### src/dpwm_pkg.sv
package dpwm_pkg;

  // Command codes carried by an input beat.
  localparam logic [1:0] CMD_WRITE_A = 2'd0;
  localparam logic [1:0] CMD_WRITE_B = 2'd1;
  localparam logic [1:0] CMD_TICK    = 2'd2;

  // Register map.
  localparam int unsigned PADDR_W         = 2;
  localparam int unsigned PDATA_W         = 32;
  localparam int unsigned PERIOD_W        = 16;
  localparam logic [PADDR_W-1:0] REG_ADDR_PERIOD = 2'd0;
  localparam logic [PERIOD_W-1:0] PERIOD_RESET   = 16'd8999;

  // Operation after classification by the front end.
  typedef enum logic [1:0] {
    OP_WRITE_A,
    OP_WRITE_B,
    OP_TICK,
    OP_NONE
  } op_t;

  // One queued operation.
  typedef struct packed {
    op_t        op;
    logic [7:0] sample;
  } item_t;

endpackage

### src/dpwm_queue.sv
module dpwm_queue (
  input  logic            clk,
  input  logic            rst,
  input  logic            push,
  input  dpwm_pkg::item_t push_item,
  output logic            full,
  input  logic            pop,
  output logic            head_valid,
  output dpwm_pkg::item_t head_item
);

  // Two-entry queue between front end and execution.
  dpwm_pkg::item_t slots [2];
  logic            wr_idx;
  logic            rd_idx;
  logic [1:0]      count;

  assign full       = (count == 2'd2);
  assign head_valid = (count != 2'd0);
  assign head_item  = slots[rd_idx];

  // Slot storage needs no reset.
  always_ff @(posedge clk) begin
    if (push) begin
      slots[wr_idx] <= push_item;
    end
  end

  // Pointers and fill count.
  always_ff @(posedge clk) begin
    if (rst) begin
      wr_idx <= 1'b0;
      rd_idx <= 1'b0;
      count  <= 2'd0;
    end else begin
      if (push) begin
        wr_idx <= ~wr_idx;
      end
      if (pop) begin
        rd_idx <= ~rd_idx;
      end
      case ({push, pop})
        2'b10:   count <= count + 2'd1;
        2'b01:   count <= count - 2'd1;
        default: count <= count;
      endcase
    end
  end

endmodule

### config.mk
export PLATFORM = sky130hd
export DESIGN_NAME = dpwm_queue
export DESIGN_NICKNAME = d
export VERILOG_FILES = /design/src/dpwm_pkg.sv /design/src/dpwm_queue.sv
export SDC_FILE = /design/constraint.sdc
export NUM_CORES = 1
export LEC_CHECK = 0
export BUFFER_PORTS_ARGS = -buffer_cell sky130_fd_sc_hd__buf_2
export CAP_MARGIN = 20
export CORE_MARGIN = 4
export CORE_UTILIZATION = 45
export CTS_CLUSTER_SIZE = 28
export DETAILED_ROUTE_END_ITERATION = 10
export GPL_TIMING_DRIVEN = 0
export MAX_ROUTING_LAYER = met4
export PLACE_DENSITY = 0.71
export REMOVE_ABC_BUFFERS = 1
export SETUP_SLACK_MARGIN = 0.2
export SYNTH_ARGS = -nofsm -noshare
export SYNTH_HDL_FRONTEND = slang
export SYNTH_SLANG_ARGS = --single-unit
### constraint.sdc
create_clock -name clk -period 1.6 [get_ports clk]
set_input_delay 0.08 -clock clk [delete_from_list [all_inputs] [get_ports clk]]
set_output_delay 0.08 -clock clk [all_outputs]
set_load 0.02 [all_outputs]
Yosys cells after proc, flatten, opt, wreduce, memory -nomap -nowiden
Memories as Yosys holds them, arrays and structs flattened. A register that Yosys moved wholly into a read port is not among the register bits.
Index checks and enable logic that the tools add are counted.
{"block": "classes", "add_sub_neg": 2, "mul": 0, "div": 0, "magnitude_cmp": 0, "n_eq_ne": 3, "shift": 0, "mux": 5, "bitwise_logic": 2, "n_reduce_logical": 2}
{"operator": "2-bit equality test (second input constant)", "count": 2}
{"operator": "1-bit two-way mux", "count": 4}
{"operator": "2-bit one-hot mux with 2 select lines", "count": 1}
{"operator": "2-bit nonzero test", "count": 2}
{"operator": "2-bit by 1-bit adder with 2-bit output (second input constant)", "count": 1}
{"operator": "2-bit by 1-bit equality test with 1-bit output (second input constant)", "count": 1}
{"operator": "1-bit inverter", "count": 2}
{"operator": "2-bit by 1-bit subtractor with 2-bit output (second input constant)", "count": 1}
{"block": "word_totals", "ff_bits": 4, "latchBits": 0, "mem_bits_rw": 20, "rom_bits": 0, "n_memories": 1}
{"memory": "slots", "words": 2, "width": 10, "read_ports": 1, "rd_ports_with_merged_regs": 1, "write_ports": 1, "line_no": "dpwm_queue.sv:13", "text": "dpwm_pkg::item_t slots [2];"}

Depth between registers and ports, before layout
Gate-level depths: netlist of the first run.
{"block": "depth", "depth_word": 3, "mapped_depth": 5, "mapped_depth_nobuf": 5}

Worst setup path before layout of the first run
OpenSTA, ideal clock, no wires.
{"block": "synth_timing", "path_kind": "register to register", "startpoint": "register wr_idx", "endpoint": "memory slots[0][0] (netlist bit) (enable)", "setup_ns": 0.376, "arrival_time_ns": 0.777, "setup_slack_ns": 0.447, "stages_incl_launch_ff": 2, "path_buffers": 0, "cell_sequence": "dfxtp_1 -> nor2_1"}
{"item": "start, declared", "line_no": "dpwm_queue.sv:14", "text": "logic wr_idx;"}
{"item": "start signal, assigned", "line_no": "dpwm_queue.sv:37", "text": "wr_idx <= ~wr_idx;"}
{"item": "end, declared", "line_no": "dpwm_queue.sv:13"}
No word-level cell before the write port.

==> impl_metrics.yaml, run 1 <==
routing:
  detail-route-antenna-nets: 0
  via_per_inst: 4.52
  drt_iter0_drc: 3
  wire_per_inst_um: 12.4
  dr.pass1.iters: 3
  drc: 0
  wl_um: 1480
  dr_total_vias: 538
sta:
  slew-limit-headroom_pct: 65.8
  tns_ns: 0
  post-route-min-period_ns: 1.35
  final_hold_viol_count: 0
  whs_ns: 0.0282
  skew_ns: 0.00460
  rsz0062_at_grt: "yes"
  worst_pin_slew_ns: 0.512
  clock.fmax_mhz: 743
  setup_viol: 0
  period_share_pct: 84.1
  slew_viol_final: 0
clock_network:
  clkSlewWorstSetupHoldPaths_ns: 0.12
  cts_max_path_buffers: 2
  h-tree-depth: 1
  cts_tree: "yes"
  clock_sinks: 25
  root_buffer: "clkbuf_4"
  cts_made_buffers: 3
  cts_setup_buffers: 0
  clock_latency_ns: 0.31
final_layout:
  area_delta_synth_final_pct: 32.0
  ff_latch_area_um2: 704
  drive_above_1_share_pct: 45.7
  final_cell_mix: "buf_2, edfxtp_1, dlygate4sd3_1, mux2_2"
  multiInputGateArea_um2: 219
  fillers: 171
  mostFrequentLayoutCell: "buf_2"
  layout.cells.non_filler: 119
  num-nets-final: 108
  diodes: 0
floorplan:
  dieArea_um2: 2850
  die_w_um: 53.4
  num_rows: 16
  core-area_um2: 1960
  die_h_um: 53.4
  initial_core_util_pct: 47.2
  ios: 26
global_route:
  track_usage_pct: 11.8
  grt_overflow: 0
  antenna_found_initial: 0
  grt_pass1_wl_um: 2160
  grt_max_degree: 14
  grt_pass1_vias: 544
synth:
  avgSynthCellArea_um2: 17.5
  yosysTopAreaCellShare_pct: 64.9
  yosysUniqueCellTypes: 15
  ys_ff_latch: 25
  synth_area_leaders: "edfxtp_1, mux2_2, dfxtp_1"
  netlist_area_um2: 926
  seq_area_frac_synth_pct: 75.7
  yosys_warnings: 0
  synth_largest_area_cell: "edfxtp_1"
  syn_inst: 53
setup_path:
  rrSetupSlack_ns: 0.42
  reg2reg_to: "slots[1][9]"
  worstRegToRegCells: 1
  path_class: "reg -> out"
  required_ns: 1.52
  crit_buf_inv: 1
  cp.arrival_ns: 1.27
  cp-start-kind: "register"
  critPathMaxFanout: 10
  max_stage_delay_ns: 0.45
  worst_path_max_delay_cell: "dfxtp_4"
  r2r_start: "wr_idx"
  crit_family: "flip-flops"
  cp_cell_sequence: "mux2_2 > buf_2"
  crit_path_end_kind: "output pin"
  path_depth: 2
  cp-endpoint: "head_item[3]"
power:
  p_per_area_nw_per_um2: 1030
  p_leak_nw: 0.478
  peakVddDrop_v: 0.000589
  p_total_mw: 1.26
placement:
  place_congestion: 0.592
  dp_hpwl_um: 972
  dp_cells: 104
  port_buffers: 25
outcome:
  status: "complete, no violations"
job:
  cap_violations: 0
worst_hold_path:
  hp-class: "in -> reg"
## how the worst min path moves through the flow
stage | from | to | slack [ns] | cells past startpoint
2_1_floorplan | rst | count[1] | 0.15 | 1
3_3_place_gp | push_item[4] | slots[0][4] | 0.27 | 1
3_5_place_dp | push_item[7] | slots[0][7] | 0.27 | 1
4_1_cts | push | wr_idx | 0.02 | 3
5_1_grt | push | wr_idx | 0.03 | 3
6_report | push | wr_idx | 0.03 | 3
## layer usage
layer | global-route usage (%) | vias up | wire, um
met5 | - | - | 0
met4 | 10.2 | 0 | 37
met3 | 2.54 | 4 | 73
met2 | 20.4 | 16 | 743
met1 | 10.8 | 249 | 625
li1 | - | 269 | -
## kinds of logic (layout without fill, tap and decap cells)
logic type | count (synthesis) | in the layout | share of synthesized area [%]
flops | 25 | 25 | 75.7
mux | 10 | 10 | 12.2
simple gates | 9 | 9 | 5.00
xor+xnor | 4 | 4 | 3.78
compound gates | 2 | 2 | 1.08
buf+inv | 2 | 41 | 0.945
fa+ha+maj | 1 | 1 | 1.35
## stage by stage
step / util [%] / setup slack [ns] / cell area [um2]
2_1_floorplan: - / 0.447 / 921
3_3_place_gp: 55.0 / 0.217 / 1080
3_5_place_dp: 55.0 / 0.209 / 1080
4_1_cts: 62.3 / 0.223 / 1220
5_1_grt: 62.3 / 0.181 / 1220
6_report: 62.3 / 0.255 / 1220
## final cells by class
| cell class | instances | area share, % |
|---|---|---|
| Sequential cell | 25 | 57.6 |
| Clock buffer | 4 | 2.15 |
| Multi-Input combinational cell | 26 | 17.9 |
| Inverter | 1 | 0.307 |
| Tap cell | 27 | 2.76 |
| Timing Repair Buffer | 36 | 19.2 |
## where the power goes
part           switching, mW  internal [mW]
Combinational          0.107          0.105
Sequential            0.0262          0.752
Clock                  0.176         0.0974
## Yosys cell counts
cell,count
xor2_1,1
o21ai_0,1
inv_1,1
ha_1,1
or2_2,1
and2b_2,1
nor2_1,5
or3_1,1
dfxtp_1,5
and2_1,1
mux2_2,10
a21oi_1,1
xnor2_1,3
edfxtp_1,20
buf_2,1
## tightest hold or removal path, cell delays in order
cell and delay [ns]:
buf_2 0.10, xnor2_1 0.06, nor2_1 0.07
## sequential cells by signal (all words and copies together) (netlist names), named ones only
register and flops:
count 2, rd_idx 1, wr_idx 1, slots 20
## timing repair
item                                    CTS  global route
hold endpoints to repair                 25             0
gates resized for setup                   3             0
hold buffers                             11             0
endpoints found under the setup margin   20            10
No activity file was read; power rests on OpenSTA's default activity.
==> inputs of run 2 (changes only) <==
Clock period 1.6 ns to 1.3 ns, I/O delays scaled along.
==> impl_metrics.yaml, run 2 (synthesized netlist as in run 1, its figures left out) <==
worst_hold_path:
  hold-path-cell-count: 3
  min_to: "wr_idx"
  hp-class: "in -> reg"
  min-delay-start: "push"
setup_path:
  critPathMaxFanout: 3
  reg2reg_to: "count[1]"
  crit_path_end_kind: "output pin"
  cp.arrival_ns: 1.28
  cp-start-kind: "register"
  required_ns: 1.24
  rrSetupSlack_ns: 0.22
  path_class: "reg -> out"
  worstRegToRegCells: 4
  r2r_start: "count[0]"
floorplan:
  die_h_um: 53.4
  initial_core_util_pct: 47.2
  die_w_um: 53.4
  num_rows: 16
  ios: 26
  dieArea_um2: 2850
  core-area_um2: 1960
global_route:
  grt_max_degree: 14
  antenna_found_initial: 0
  grt_overflow: 0
  track_usage_pct: 13.0
  grt_pass1_vias: 570
  grt_pass1_wl_um: 2400
final_layout:
  area_delta_synth_final_pct: 52.4
  final_cell_mix: "edfxtp_1, buf_6, buf_2, dlygate4sd3_1, mux2_4"
  mostFrequentLayoutCell: "edfxtp_1"
  top_register: "slots"
  largest_register_ffs: 20
  drive_above_1_share_pct: 53.6
  largestRegisters: "slots x20, count x2"
  num-nets-final: 113
  layout.cells.non_filler: 124
  diodes: 0
power:
  p_leak_nw: 0.576
  peakVddDrop_v: 0.000742
  p_seq_share_pct: 55.5
  p_sw_uw: 423
  p_clk_share_pct: 20.0
  internal_power_mw: 1.29
  netSwitchingFraction_pct: 24.7
  pwr-share-comb_pct: 24.5
  p_per_area_nw_per_um2: 1220
placement:
  dp_hpwl_um: 972
  place_congestion: 0.592
  port_buffers: 25
  dp_slack_ns: -0.0915
  dp_cells: 104
clock_network:
  cts_max_path_buffers: 2
  root_buffer: "clkbuf_4"
  clock_sinks: 25
  clkSlewWorstSetupHoldPaths_ns: 0.13
  cts_tree: "yes"
  cts_made_buffers: 3
  h-tree-depth: 1
  clock_latency_ns: 0.31
sta:
  clock.fmax_mhz: 744
  rsz0062_at_grt: "yes"
  slew-limit-headroom_pct: 78.8
  finalWorstSetupSlack_ns: -0.0444
  worst_pin_slew_ns: 0.317
  final_hold_viol_count: 0
  skew_ns: 0.00110
  period_share_pct: 103
  slew_viol_final: 0
  setup_viol: 10
  post-route-min-period_ns: 1.34
outcome:
  violations: "setup timing"
  status: "finished, violations left"
routing:
  drc: 0
  dr_total_vias: 579
  wire_per_inst_um: 13.2
  detail-route-antenna-nets: 0
  wl_um: 1640
  dr.pass1.iters: 3
  drt_iter0_drc: 3
  via_per_inst: 4.67
job:
  cap_violations: 0
## run 2: changes by cell type in the layout (fill, tap and decap cells not counted), sizes merged
cell / previous run / this run
buf: 25 / 30
## run 2: final cells by class
type                            count  area, um2
Inverter                            1       3.75
Clock buffer                        4       26.3
Tap cell                           27       33.8
Timing Repair Buffer               41        363
Fill cell                         142        551
Multi-Input combinational cell     26        278
Sequential cell                    25        707
## run 2: worst max-delay path, cell delays in order, from the launching register on
cell and delay, ns:
dfxtp_4 0.38, buf_4 0.15, mux2_4 0.30, buf_6 0.13
## run 2: metal layers
layer	vias up	global-route usage, %	share of wire [%]
li1	281	-	-
met1	276	14.8	45
met2	17	19.8	48
met3	5	2.54	4.4
met4	0	10.2	2.7
met5	-	-	0
## run 2: power groups by stage
stage               combinational [mW]  sequential (mW)  clock (mW)
floorplan                        0.162            0.966           0
global placement                 0.237            0.973           0
detailed placement               0.240            0.977           0
CTS                              0.407            0.951       0.353
global route                     0.445            0.959       0.387
finish                           0.421            0.953       0.343
## run 2: worst max path at each step
stage          slack (ns)           end  depth (start not counted)
5_1_grt             -0.08  head_item[7]                          3
3_3_place_gp        -0.08   slots[0][4]                          1
4_1_cts             -0.04  head_item[8]                          3
3_5_place_dp        -0.09   slots[0][0]                          1
6_report            -0.04  head_item[3]                          3
2_1_floorplan        0.15   slots[0][0]                          1
## run 2: what timing repair did
action,4_1_cts,5_1_grt
gates cloned,0,0
hold buffers,11,0
gates resized for setup,45,5
endpoints found under the setup margin,32,23
buffers inserted,5,0
pin swaps,1,1
hold endpoints to repair,25,0
## run 2: metrics by stage
step	TNS [ns]	cell area [um2]	hold slack, ns	total power [mW]	utilization (%)
after floorplan	0	921	0.134	1.13	-
after global placement	-0.830	1080	0.254	1.21	55.0
after detailed placement	-0.912	1080	0.257	1.22	55.0
after CTS	-0.291	1390	0.00254	1.71	70.9
after global routing	-0.706	1410	0.0289	1.79	71.9
final	-0.261	1410	0.00970	1.72	71.9
